`src/rtl/aabb_pkg.sv`:
```
`timescale 1ns / 1ps
// ----------------------------------------------------------------------------
// AABB overlap package
// Shared constants and types for the box overlap pipeline.
// ----------------------------------------------------------------------------
package aabb_pkg;

    localparam int COORD_BITS_DEF = 16;

    // Per-transaction control flags handed down the cell chain.
    typedef struct packed {
        logic valid;
        logic hit;
        logic use_vel;
        logic neg_x;
        logic neg_y;
    } t_ctrl;

endpackage

```
`src/rtl/aabb_sqrt_cell.sv`:
```
`timescale 1ns / 1ps
// ----------------------------------------------------------------------------
// AABB root cell
// One restoring square root step: retires one result bit per enabled cycle
// and hands its remainder, root and the transaction payload to the next cell.
// ----------------------------------------------------------------------------
module aabb_sqrt_cell
    import aabb_pkg::*;
#(
    parameter int NW = 34,   // radicand width
    parameter int RW = 17,   // root width
    parameter int PW = 8,    // side payload width
    parameter int STEP = 0   // bit pair handled here, counted from the top
) (
    input  logic          i_clk,
    input  logic          i_rst_n,
    input  logic          i_en,
    input  t_ctrl         i_ctrl,
    input  logic [NW-1:0] i_rad,
    input  logic [RW:0]   i_rem,
    input  logic [RW-1:0] i_root,
    input  logic [PW-1:0] i_pay,
    output t_ctrl         o_ctrl,
    output logic [NW-1:0] o_rad,
    output logic [RW:0]   o_rem,
    output logic [RW-1:0] o_root,
    output logic [PW-1:0] o_pay
);

    localparam int LO = NW - 2 * STEP - 2;

    logic [RW+2:0] trial_rem;
    logic [RW+2:0] trial_sub;
    logic [RW:0]   n_rem;
    logic [RW-1:0] n_root;

    always_comb begin
        trial_rem = {i_rem, i_rad[LO+1 -: 2]};
        trial_sub = {1'b0, i_root, 2'b01};
        if (trial_rem >= trial_sub) begin
            n_rem  = (RW+1)'(trial_rem - trial_sub);
            n_root = {i_root[RW-2:0], 1'b1};
        end else begin
            n_rem  = trial_rem[RW:0];
            n_root = {i_root[RW-2:0], 1'b0};
        end
    end

    t_ctrl         r_ctrl;
    logic [NW-1:0] r_rad;
    logic [RW:0]   r_rem;
    logic [RW-1:0] r_root;
    logic [PW-1:0] r_pay;

    always_ff @(posedge i_clk) begin
        if (!i_rst_n) begin
            r_ctrl <= '0;
        end else if (i_en) begin
            r_ctrl <= i_ctrl;
        end
    end

    always_ff @(posedge i_clk) begin
        if (i_en) begin
            r_rad  <= i_rad;
            r_rem  <= n_rem;
            r_root <= n_root;
            r_pay  <= i_pay;
        end
    end

    assign o_ctrl = r_ctrl;
    assign o_rad  = r_rad;
    assign o_rem  = r_rem;
    assign o_root = r_root;
    assign o_pay  = r_pay;

endmodule

```
`config.mk`:
```
export PLATFORM = sky130hd
export DESIGN_NAME = aabb_sqrt_cell
export DESIGN_NICKNAME = d
export VERILOG_FILES = /design/src/rtl/aabb_pkg.sv /design/src/rtl/aabb_sqrt_cell.sv
export SDC_FILE = /design/constraint.sdc
export NUM_CORES = 1
export LEC_CHECK = 0
export ABC_AREA = 1
export BUFFER_PORTS_ARGS = -buffer_cell sky130_fd_sc_hd__buf_2
export CAP_MARGIN = 15
export CORE_ASPECT_RATIO = 1.5
export CORE_MARGIN = 5
export CORE_UTILIZATION = 51
export DETAILED_ROUTE_END_ITERATION = 10
export GPL_ROUTABILITY_DRIVEN = 0
export GPL_TIMING_DRIVEN = 1
export PLACE_DENSITY_LB_ADDON = 0.12
export SLEW_MARGIN = 20
export SYNTH_ARGS = -nofsm -noshare
export SYNTH_HDL_FRONTEND = slang
export SYNTH_SLANG_ARGS = --single-unit
```
`constraint.sdc`:
```
create_clock -name i_clk -period 2.55 [get_ports i_clk]
set_input_delay 0.1275 -clock i_clk [delete_from_list [all_inputs] [get_ports i_clk]]
set_output_delay 0.1275 -clock i_clk [all_outputs]
set_load 0.005 [all_outputs]
```
======== Word-level counts from Yosys, hierarchy flattened ========
Index checks and enable logic that the tools add are counted.
word-level totals
  bits in registers ....................... 82
  input port bits ......................... 85
  output and inout bits ................... 82
  logic and storage cells ................. 13
cells by class
  add/subtract/negate cells ............... 1
  $lt $le $gt $ge ......................... 1
  muxes and demuxes ....................... 2
operator list
  cell            count
  $ge 20x19->1    1
  $mux 18         1
  $sub 18x18->18  1
  $mux 1          1

======== Logic depth before layout (Yosys ltp) ========
  depth after elaboration ................. 2
  gate-level depth with buffers ........... 14
  depth with buffers taken out ............ 13

======== Worst setup path after synthesis ========
No wires, ideal clock.
  path kind ............................... input -> register
  start point ............................. in i_root[7]
  end point ............................... reg r_rem[15] (netlist: o_rem[15]), data pin
  library setup time ...................... 0.253 ns
  arrival ................................. 1.317 ns
  data required time ...................... 2.297 ns
  slack ................................... 0.980 ns
  stages .................................. 14
  buffers on the path ..................... 1
  cells stage by stage .................... inv_1 ha_1 nand2_1 inv_2 nand2_1 nor2_1 nand2_1 nand3b_4 nand2_2 nand2_4 inv_4 buf_6 nand2_1 nand2_1
on the way
  word-level cells in the longest chain between the ends .. 2
  elaborated cells between the ends (all ways) .. 3
  those cells by class .................... add/sub: 1; order compare: 1; mux: 1
ends and longest elaborated chain
  what                                            RTL line                                    text
  from (decl)                                     aabb_sqrt_cell.sv:21                        input logic [RW-1:0] i_root,
  $sub 18x18->18 or $ge 20x19->1 (tied branches)  aabb_sqrt_cell.sv:41, aabb_sqrt_cell.sv:40
  $mux 18 (*)                                     aabb_sqrt_cell.sv:40                        if (trial_rem >= trial_sub) begin
  named net n_rem[15]                             aabb_sqrt_cell.sv:34                        logic [RW:0] n_rem;
  to (signal assigned)                            aabb_sqrt_cell.sv:66                        r_rem <= n_rem;
  to (decl)                                       aabb_sqrt_cell.sv:51                        logic [RW:0] r_rem;
The timed path passes the listed nets; every way through them passes the cells marked *.
A chain may end at the register's enable or synchronous reset.

======== Final worst setup path ========
  start point ............................. in i_root[7]
  end point ............................... reg r_rem[10] (netlist: o_rem[10]), data pin
Same word-level chain as after synthesis.

==> impl_metrics.py <==
metrics = {
    "yosys": {
        "synth_top_area_cell": "edfxtp_1",
        "synth_top_family_by_area": "simple AND/OR/NAND/NOR gates",
        "ys_ff_latch": 82,
        "synthXorXnorAreaFrac": 0.0245,
        "syn_area_sq_um": 3880,
        "synth_edf_count": 77,
        "synthMuxAreaShare": 0,
        "yosys.area_share.simple": 0.197,
        "synth-compound-area-share": 0.0329,
        "synth-async-reset-ratio": 0,
        "yosys_warnings": 0,
        "synth_fp_nets": 484,
        "ys_top_cells_by_count": "nand2_1, edfxtp_1, inv_1",
        "netlist_instances": 380,
        "synth.avg_cell_area_sq_um": 10.2,
        "yosysTopAreaCellShare": 0.595,
        "synth.most_common_cell": "nand2_1",
        "synth_flop_cell": "edfxtp_1",
        "yosys-top-cells-area": "edfxtp_1, nand2_1, ha_1",
        "yosys.area_share.adder": 0.0612,
        "yosys.cell_types.count": 25,
        "ys_seq_area_frac": 0.621,
    },
    "clock_tree": {
        "cts_resized": 0,
        "path_clk_slew_ns": 0.06,
        "clock_sinks": 82,
        "clock_path_buffers": 2,
        "post-cts-setup-buffers": 0,
        "htreeDepth": 3,
        "insertion_delay_ns": 0.33,
        "cts_tree": "built",
        "cts_inserted_buffers": 9,
        "root_buffer": "clkbuf_16",
    },
    "sta": {
        "fin_ws_ns": 0.286,
        "rsz0062_at_grt": "no",
        "fin_crit_sh": 0.888,
        "fin_tns_setup_ns": 0,
        "worst_pin_slew_ns": 0.616,
        "setup_viol": 0,
        "relSlewSlack": 0.589,
        "fmax_mhz": 442,
        "hold_viol_final": 0,
        "slew_violations": 0,
        "clock_skew_ns": 0,
        "fin_crit_ns": 2.26,
    },
    "drt": {
        "drt-pass1-iter-count": 4,
        "vias": 3445,
        "wl_per_cell_um": 15.8,
        "viasPerCell": 4.80,
        "routed_wirelength_mm": 11.4,
        "ant_nets": 0,
        "drc": 0,
        "drt_iter0_drc": 189,
    },
    "finish": {
        "final_cells": 718,
        "final_layout_size_suffix_gt1_frac": 0.310,
        "antennaDiodeCount": 0,
        "syn_to_final_growth_pct": 46.4,
        "fin_nets": 715,
        "ff_latch_area_sq_um": 2410,
        "fill_cells": 545,
        "multiInputGateArea_sq_um": 1230,
        "post-route-util": 0.757,
    },
    "critical_path": {
        "cp_max_fo": 21,
        "required_ns": 2.63,
        "crit_path_end_kind": "flip-flop",
        "worstSetupPathType": "input pin to flip-flop",
        "startpoint_type": "input pin",
        "cp_data_arrival_time_ns": 2.35,
        "r2r_setup_slack_ns": 1.88,
    },
    "floorplanning": {
        "ios": 167,
        "core-area_sq_um": 7510,
        "fp-row-count": 39,
        "dieArea_sq_um": 9500,
        "initial_core_util": 0.517,
        "die_h_um": 117,
        "die_x_um": 81.3,
    },
    "global_route": {
        "grt_pass1_vias": 3512,
        "grt_max_degree": 49,
        "grt_overflow": 0,
        "grtUsageTotal": 0.247,
        "grt_pass1_wl_mm": 17.3,
        "antenna_found_initial": 0,
    },
    "placed_design": {
        "dp.cells": 646,
        "pre_cts_ws_ns": 0.518,
        "dpl.hpwl_mm": 7.51,
        "place.port_buffers": 166,
    },
    "power": {
        "p_leak_uw": 0.00280,
        "p_sw_frac": 0.253,
        "seq_power_share": 0.465,
        "internal_power_uw": 2670,
        "clkPwrFrac": 0.349,
        "peakVddDrop_v": 0.000334,
        "power_density_nw_per_um2": 628,
        "combPwrFrac": 0.186,
        "p_switching_uw": 902,
    },
    "run": {
        "drv_cap": 0,
    },
    "status": {
        "status": "completed",
    },
    "min_path": {
        "hp-class": "input pin to flip-flop",
    },
}
sequential cells by signal (all words and copies together) (netlist names):
name	cells
o_pay	8
o_root	17
o_ctrl	5
o_rad	34
o_rem	18
what timing repair did:
item	CTS	global route
endpoints found under the hold margin	56	0
endpoints found under the setup margin	0	0
hold buffers	56	0
cells by family after synthesis:
group | after synthesis
AOI/OAI and AO/OA | 25
xor gates and xnor gates | 10
adders and majority gates | 19
buffers and inverters | 60
DFF | 82
and+or+nand+nor | 184
final cells by class:
type,instances,share of cell area
flip-flops and latches,82,0.424
repair buffers,223,0.249
multi-input cells,238,0.216
clock buffers,13,0.0475
inverters,57,0.0380
well taps,102,0.0224
clock inverters,3,0.00396
per-layer routing:
| metal | vias up | routed length [um] | track usage | part of all wire |
|---|---|---|---|---|
| met4 | 0 | 284 | 0.0958 | 0.025 |
| met3 | 22 | 828 | 0.0628 | 0.073 |
| li1 | 1701 | - | - | - |
| met5 | - | 0 | 0 | 0 |
| met1 | 1576 | 3940 | 0.260 | 0.35 |
| met2 | 146 | 6310 | 0.462 | 0.55 |
power by group through the flow:
| stage | Sequential, uW | Combinational [uW] | Clock [uW] |
|---|---|---|---|
| final | 1660 | 664 | 1250 |
| after global routing | 1670 | 748 | 1330 |
| after CTS | 1660 | 656 | 1260 |
| after detailed placement | 1680 | 581 | 0 |
| after global placement | 1680 | 569 | 0 |
| after floorplan | 1700 | 275 | 0 |
worst paths after layout:
kind / start / cells past startpoint / endpoint
worst max-delay path: i_root[7] / 15 / o_rem[10]
worst min-delay path: i_rad[33] / 1 / o_rad[33]
worst min register to register: o_ctrl[3] / 2 / o_ctrl[3]
worst max register to register: o_ctrl[2] / 2 / o_ctrl[2]
cells in the final DEF (no fill, tap or decap), drive strengths merged:
| master | n |
|---|---|
| dlygate4sd3 | 56 |
| a21oi | 14 |
| nand3 | 17 |
| nor2 | 30 |
| xor2 | 9 |
| nor3 | 1 |
| clkbuf | 13 |
| edfxtp | 77 |
| nand2 | 129 |
| inv | 58 |
| nand3b | 6 |
| clkinv | 2 |
| buf | 167 |
| xnor2 | 1 |
| ha | 19 |
| o21bai | 1 |
| dfxtp | 5 |
| o21ai | 10 |
| nand4 | 1 |
per-stage QoR:
step | cell area [sq um] | hold slack, ns | total power, uW
2_1_floorplan | 3880 | 0.226 | 1980
3_3_place_gp | 4840 | 0.304 | 2250
4_1_cts | 5690 | 0.0240 | 3570
6_report | 5690 | 0.0267 | 3570
5_1_grt | 5690 | 0.0306 | 3750
3_5_place_dp | 4840 | 0.306 | 2260
critical path: stages:
cell and delay, ns:
dlygate4sd3_1 0.55, buf_2 0.13, inv_1 0.05, ha_1 0.34
nand2_1 0.11, inv_2 0.08, nand2_1 0.07, nor2_1 0.10
nand2_1 0.09, nand3b_4 0.10, nand2_2 0.07, nand2_4 0.23
inv_4 0.15, nand2_1 0.09, nand2_1 0.05
No activity file was read; power rests on OpenSTA's default activity.
