File: config.mk
export PLATFORM = sky130hd
export DESIGN_NAME = aabb_div_cell
export DESIGN_NICKNAME = d
export VERILOG_FILES = /design/src/rtl/aabb_pkg.sv /design/src/rtl/aabb_div_cell.sv
export SDC_FILE = /design/constraint.sdc
export NUM_CORES = 1
export LEC_CHECK = 0
export ABC_AREA = 1
export BUFFER_PORTS_ARGS = -buffer_cell sky130_fd_sc_hd__buf_2
export CAP_MARGIN = 20
export CORE_MARGIN = 2
export CORE_UTILIZATION = 35
export CTS_CLUSTER_DIAMETER = 200
export DETAILED_ROUTE_END_ITERATION = 10
export GPL_TIMING_DRIVEN = 0
export SLEW_MARGIN = 10
export SYNTH_ARGS = -nofsm -noshare
export SYNTH_HDL_FRONTEND = slang
export SYNTH_SLANG_ARGS = --single-unit
File: constraint.sdc
create_clock -name i_clk -period 2.5 [get_ports i_clk]
set_input_delay 0.25 -clock i_clk [delete_from_list [all_inputs] [get_ports i_clk]]
set_output_delay 0.25 -clock i_clk [all_outputs]
set_load 0.02 [all_outputs]
File: src/rtl/aabb_pkg.sv
`timescale 1ns / 1ps
// ----------------------------------------------------------------------------
// AABB overlap package
// Shared constants and types for the box overlap pipeline.
// ----------------------------------------------------------------------------
package aabb_pkg;

    localparam int COORD_BITS_DEF = 16;

    // Per-transaction control flags handed down the cell chain.
    typedef struct packed {
        logic valid;
        logic hit;
        logic use_vel;
        logic neg_x;
        logic neg_y;
    } t_ctrl;

endpackage

File: src/rtl/aabb_div_cell.sv
`timescale 1ns / 1ps
// ----------------------------------------------------------------------------
// AABB divide cell
// One restoring division step for both axes at once: shifts in one dividend
// bit per axis and retires one quotient bit per axis.
// ----------------------------------------------------------------------------
module aabb_div_cell
    import aabb_pkg::*;
#(
    parameter int DW = 33,   // dividend width
    parameter int RW = 17,   // divisor width
    parameter int STEP = 0
) (
    input  logic          i_clk,
    input  logic          i_rst_n,
    input  logic          i_en,
    input  t_ctrl         i_ctrl,
    input  logic [RW-1:0] i_den,
    input  logic [DW-1:0] i_num_x,
    input  logic [DW-1:0] i_num_y,
    input  logic [RW-1:0] i_rem_x,
    input  logic [RW-1:0] i_rem_y,
    input  logic [DW-1:0] i_quo_x,
    input  logic [DW-1:0] i_quo_y,
    output t_ctrl         o_ctrl,
    output logic [RW-1:0] o_den,
    output logic [DW-1:0] o_num_x,
    output logic [DW-1:0] o_num_y,
    output logic [RW-1:0] o_rem_x,
    output logic [RW-1:0] o_rem_y,
    output logic [DW-1:0] o_quo_x,
    output logic [DW-1:0] o_quo_y
);

    localparam int BIT = DW - 1 - STEP;

    logic [RW:0]   tx, ty;
    logic [RW-1:0] n_rem_x, n_rem_y;
    logic [DW-1:0] n_quo_x, n_quo_y;

    always_comb begin
        tx = {i_rem_x, i_num_x[BIT]};
        ty = {i_rem_y, i_num_y[BIT]};
        n_quo_x = i_quo_x;
        n_quo_y = i_quo_y;
        if (tx >= {1'b0, i_den}) begin
            n_rem_x = RW'(tx - {1'b0, i_den});
            n_quo_x[BIT] = 1'b1;
        end else begin
            n_rem_x = tx[RW-1:0];
        end
        if (ty >= {1'b0, i_den}) begin
            n_rem_y = RW'(ty - {1'b0, i_den});
            n_quo_y[BIT] = 1'b1;
        end else begin
            n_rem_y = ty[RW-1:0];
        end
    end

    t_ctrl         r_ctrl;
    logic [RW-1:0] r_den, r_rem_x, r_rem_y;
    logic [DW-1:0] r_num_x, r_num_y, r_quo_x, r_quo_y;

    always_ff @(posedge i_clk) begin
        if (!i_rst_n) begin
            r_ctrl <= '0;
        end else if (i_en) begin
            r_ctrl <= i_ctrl;
        end
    end

    always_ff @(posedge i_clk) begin
        if (i_en) begin
            r_den   <= i_den;
            r_num_x <= i_num_x;
            r_num_y <= i_num_y;
            r_rem_x <= n_rem_x;
            r_rem_y <= n_rem_y;
            r_quo_x <= n_quo_x;
            r_quo_y <= n_quo_y;
        end
    end

    assign o_ctrl  = r_ctrl;
    assign o_den   = r_den;
    assign o_num_x = r_num_x;
    assign o_num_y = r_num_y;
    assign o_rem_x = r_rem_x;
    assign o_rem_y = r_rem_y;
    assign o_quo_x = r_quo_x;
    assign o_quo_y = r_quo_y;

endmodule

Word-level counts from Yosys, hierarchy flattened
Cells that the tools add are included.
{"block": "totals", "register_bits": 188, "output_inout_bits": 188, "elab_cells": 20}
{"block": "classes", "n_addsub": 2, "order_cmp": 2, "n_mux": 2}
{"operator": "$ge 18x17->1", "count": 2}
{"operator": "$mux 17", "count": 2}
{"operator": "$sub 17x17->17", "count": 2}

Logic depth before layout (Yosys ltp)
{"block": "logic_depth", "depth_word": 2, "ltp_mapped": 14, "depth_no_buf": 13}

Least setup slack after synthesis
OpenSTA, ideal clock, no wires.
{"block": "synth_timing", "path_kind": "in2reg", "startpoint": "in i_num_x[32]", "endpoint": "reg r_rem_x[11], in the netlist o_rem_x[11] (data pin)", "setup_time_ns": 0.252, "t_arrival_ns": 1.577, "t_required_ns": 2.248, "setup_slack_ns": 0.671, "cell_stages": 12, "path_cell_list": "inv_1 ha_1 inv_1 fa_1 nand3_2 nand3_1 nand2_1 nand2_2 buf_6 buf_12 nand2_1 nand2_1"}
{"block": "synth_via", "elab_chain_cells": 2, "elab_cells_between_ends": 3}
{"item": "start, declared", "line_no": "aabb_div_cell.sv:19", "text": "input logic [DW-1:0] i_num_x,"}
{"item": "$sub 17x17->17 / $ge 18x17->1 (equally long branches)", "line_no": "aabb_div_cell.sv:47, aabb_div_cell.sv:46"}
{"item": "$mux 17 *", "line_no": "aabb_div_cell.sv:46", "text": "if (tx >= {1'b0, i_den}) begin"}
{"item": "net n_rem_x[11]", "line_no": "aabb_div_cell.sv:38", "text": "logic [RW-1:0] n_rem_x, n_rem_y;"}
{"item": "end signal, assigned", "line_no": "aabb_div_cell.sv:77", "text": "r_rem_x <= n_rem_x;"}
{"item": "end, declared", "line_no": "aabb_div_cell.sv:61", "text": "logic [RW-1:0] r_den, r_rem_x, r_rem_y;"}
Mark *: on every way through the listed nets, which the timed path passes. The rest lies on a longest branch.
A chain may end at the register's enable or synchronous reset.

Final worst setup path
{"block": "layout_timing", "startpoint": "in i_den[2]", "endpoint": "reg r_rem_x[11], in the netlist o_rem_x[11] (data pin)"}
{"block": "layout_via", "elab_chain_cells": 2, "elab_cells_between_ends": 3}
{"item": "start, declared", "line_no": "aabb_div_cell.sv:18", "text": "input logic [RW-1:0] i_den,"}
{"item": "$sub 17x17->17 / $ge 18x17->1 (equally long branches)", "line_no": "aabb_div_cell.sv:47, aabb_div_cell.sv:46"}
{"item": "$mux 17 *", "line_no": "aabb_div_cell.sv:46"}
{"item": "net n_rem_x[11]", "line_no": "aabb_div_cell.sv:38"}
Marks and branches as above.

==> results list <==
- Outcome: finished, final reports clean
- Across the routed clock network, the largest skew measured is 0 ns.
* Fraction of final layout cells sized beyond drive strength 1: 33.8%
- The synthesized design contains 188 register bits.
- The finished layout holds 1634 standard cells, fillers aside.
- Clock tree synthesis selected as its root buffer the cell sky130_fd_sc_hd__clkbuf_16.
- Port buffering added 378 buffers.
* GR Util met2: 37.6%
- In the post-synthesis netlist, the biggest area contributors are sky130_fd_sc_hd__edfxtp_1 (65%), sky130_fd_sc_hd__nand2_1 (12%), sky130_fd_sc_hd__ha_1 (5.1%).
- Count of filler cells inserted in the layout: 2109
- Number of cells on the worst reg-to-reg path: 2
- Wires add up to 26800 um.
* Fraction of synthesized cell area taken by the top area cell type: 65.4%
* Tcrit/Tclk final: 89.8%
- Grt total ovfl: 0
* Final total negative setup slack: 0 ns
- In this design, the stage delay of the slowest critical-path cell is 0.53 ns.
* Maximum clock path buffer count: 2
- Antenna cell count: 0
- Insertion delay of the later-clocked pin in the worst-skew pair: 0.43 ns
- Total I/O pin count: 379
* Post-CTS Hold Fix Bufs: 137
- Core area: 23500 sq um
- Largest area contributor in the synthesized netlist: sky130_fd_sc_hd__edfxtp_1
- The count of nets left with antenna violations once routing finished came out at 0.
- The most numerous cell type found on the critical path is sky130_fd_sc_hd__nand2_1.
* Critical Setup Path Class: primary input to flop
- Among all flip-flop cells after synthesis, the most frequent one is sky130_fd_sc_hd__edfxtp_1.
- Number of nets produced by synthesis: 993
- The signal on the critical path passes through dlygate4sd3_1, buf_2, inv_1, ha_1, buf_4, nand2_1, nor2_1, nand3_2, nand3_1, nand2_1, nand2_2, buf_6, buf_12, nand2_1, nand2_1.
- Initial Util: 35.7%
- Final Hold Viols: 0
- Global routing consumed, on the met1 layer, 23.4% of the routing resources.
* Leading post-synthesis cells by instance count: sky130_fd_sc_hd__nand2_1 (269), sky130_fd_sc_hd__edfxtp_1 (183), sky130_fd_sc_hd__inv_1 (108), sky130_fd_sc_hd__nor2_1 (41), sky130_fd_sc_hd__ha_1 (34)
* Horizontal die dimension: 159 um
- Average size of a mapped cell: 11.0 sq um
* Final Setup Violations: 0
- Number of max-slew violations in the final report: 0
- Maximum number of pins on one net before global-route repair: 114
- In this run the core area contains 56 standard-cell rows.
- Maximum capacitance violations: 0
- Placed Instances: 1464
* Crit-path slowest cell: sky130_fd_sc_hd__dlygate4sd3_1
* Worst-path clk slew: 0.07 ns
- Biggest fanout along the worst timing path: 10
- The worst pin sits at a relative slew slack of 60.5%.
- At the end of routability-driven placement, the weighted congestion stood at 0.874.
- Area grow syn2layout: 51.4%
- Via count of the first global-routing pass: 7206
- Pin slew with the least headroom to its limit: 0.593 ns
- CTS H-tree depth: 4
* Detailed Routing Iterations Pass 1: 5
- Setup Buffers After CTS: 0
* DRC violations left: 0
- The worst setup path is launched from a primary input.
- Cells after Synth: 766
- Total via count after detailed routing: 7277
* Number of enable flip-flop cells after synthesis: 183
- For this design the ratio of total power to cell area is 663 nW/um^2.
- Number of nets in the layout: 1529
* Sum of net half-perimeters after detailed placement: 19700 um
- CTS buffer count: 17
- Global routing used 20.8% of the available tracks across all layers.
- Most crowded layer after global routing: met2
* Class of the worst hold path: primary input to flop
- Among all cell types in the netlist, the one instantiated most often is sky130_fd_sc_hd__nand2_1.
- Counting instances, the worst hold path has a depth of 1.
* Initial antenna violation count: 2
* Count of cells resized by post-cts repair: 0
* Share of flip-flops with an asynchronous set or reset after synthesis: 0%
- Sequential cells were found to cover 66.6% of the synthesized design area.
- IR analysis of the VDD net gives a maximum drop of 0.480 mV.
- Die Ht: 159 um
* CP Data Required Time: 2.69 ns
- The tree built by TritonCTS fans out to 188 sinks.
- Data arrival time of the critical path: 2.43 ns
* Leakage: 6.15 nW
* TritonCTS clock tree: built
* Max frequency: 446 MHz
- Wirelength per Cell: 16.4 um
- The die covers 25300 sq um.
* Worst hold-check slack: 0.0124 ns
* Met3 routing resource usage after global routing: 4.74%
* Routed via count divided by cell count: 4.45
- Largest delay share family, worst path: buffers and inverters
* Wire length of the first global-routing pass: 40200 um
* Final period demand of the worst path: 2.24 ns
* Syn. warnings: 0
* RSZ-0062 raised after global routing: false
* Initial drt markers: 368
- The synthesized netlist contains 27 unique library cells.
- Nature of the critical path endpoint: flop
* Stages on the worst setup path: 15
- Sum of buffers and inverters on the critical path: 6
- Summed instance area of the synthesized netlist: 8410 sq um
where the power goes:
| group | internal, mW | total (mW) | leakage (nW) | switching (mW) |
|---|---|---|---|---|
| logic | 0.691 | 1.81 | 4.03 | 1.12 |
| registers | 3.79 | 3.86 | 1.83 | 0.0672 |
| clock network | 1.37 | 2.78 | 0.292 | 1.41 |
layout make-up:
type / count / area [sq um] / share of cell area, %
clock inverter: 15 / 188 / 1.47
clock buffer: 17 / 425 / 3.34
sequential: 188 / 5600 / 44.0
tap: 319 / 399 / 3.14
multi-input combinational: 460 / 2320 / 18.2
timing repair buffer: 517 / 3310 / 26.0
buffer: 7 / 77.6 / 0.609
inverter: 111 / 417 / 3.27
logic make-up after synthesis:
group | count (synthesis) | share of synthesized area [%]
adder cells (fa/ha/maj) | 36 | 5.54
XOR/XNOR | 13 | 1.35
flip-flops | 188 | 66.6
AO/OA/AOI/OAI | 24 | 1.43
AND/OR/NAND/NOR | 387 | 19.2
buffers and inverters | 118 | 5.88
through the flow:
step	cell area, sq um	utilization [%]	power, mW	worst slack, ns
detailed placement	10700	45.6	5.56	0.329
finish	12700	54.1	8.45	0.255
floorplan	8410	-	4.87	0.671
global route	12700	54.1	8.80	0.0749
CTS	12700	54.0	8.52	0.232
global placement	10700	45.4	5.55	-1.77
metal layers:
layer	share of wire, %	wire (um)
met1	39	10500
met2	51	13600
met3	5.8	1550
met4	4.2	1130
met5	0.086	23
registers in the layout (all words and copies together) (netlist names):
register,flops
o_quo_x,33
o_num_y,33
o_rem_x,17
o_quo_y,33
o_ctrl,5
o_den,17
o_num_x,33
o_rem_y,17
cell usage in the layout, fill, tap and decap left out, types with 4 or more instances in the layout:
master / count
sky130_fd_sc_hd__edfxtp_1: 183
sky130_fd_sc_hd__nor3_1: 4
sky130_fd_sc_hd__nor2_1: 41
sky130_fd_sc_hd__nand2_1: 269
sky130_fd_sc_hd__buf_2: 378
sky130_fd_sc_hd__a21oi_1: 17
sky130_fd_sc_hd__o21ai_0: 7
sky130_fd_sc_hd__nor2_2: 4
sky130_fd_sc_hd__clkbuf_16: 17
sky130_fd_sc_hd__xor2_1: 10
sky130_fd_sc_hd__nand2_2: 11
sky130_fd_sc_hd__inv_1: 108
sky130_fd_sc_hd__ha_1: 34
sky130_fd_sc_hd__nand3_1: 33
sky130_fd_sc_hd__dlygate4sd3_1: 138
sky130_fd_sc_hd__nand3b_1: 9
sky130_fd_sc_hd__or2_2: 7
sky130_fd_sc_hd__buf_6: 4
sky130_fd_sc_hd__dfxtp_1: 5
sky130_fd_sc_hd__clkinv_8: 5
final timing paths:
check	startpoint	end	slack, ns
setup / recovery	i_den[2]	o_rem_x[11]	0.26
hold / removal	i_den[8]	o_den[8]	0.01
setup reg to reg	o_ctrl[0]	o_ctrl[0]	1.88
hold reg to reg	o_ctrl[3]	o_ctrl[3]	0.50
Note: power is estimated with default switching activity, not from simulation.
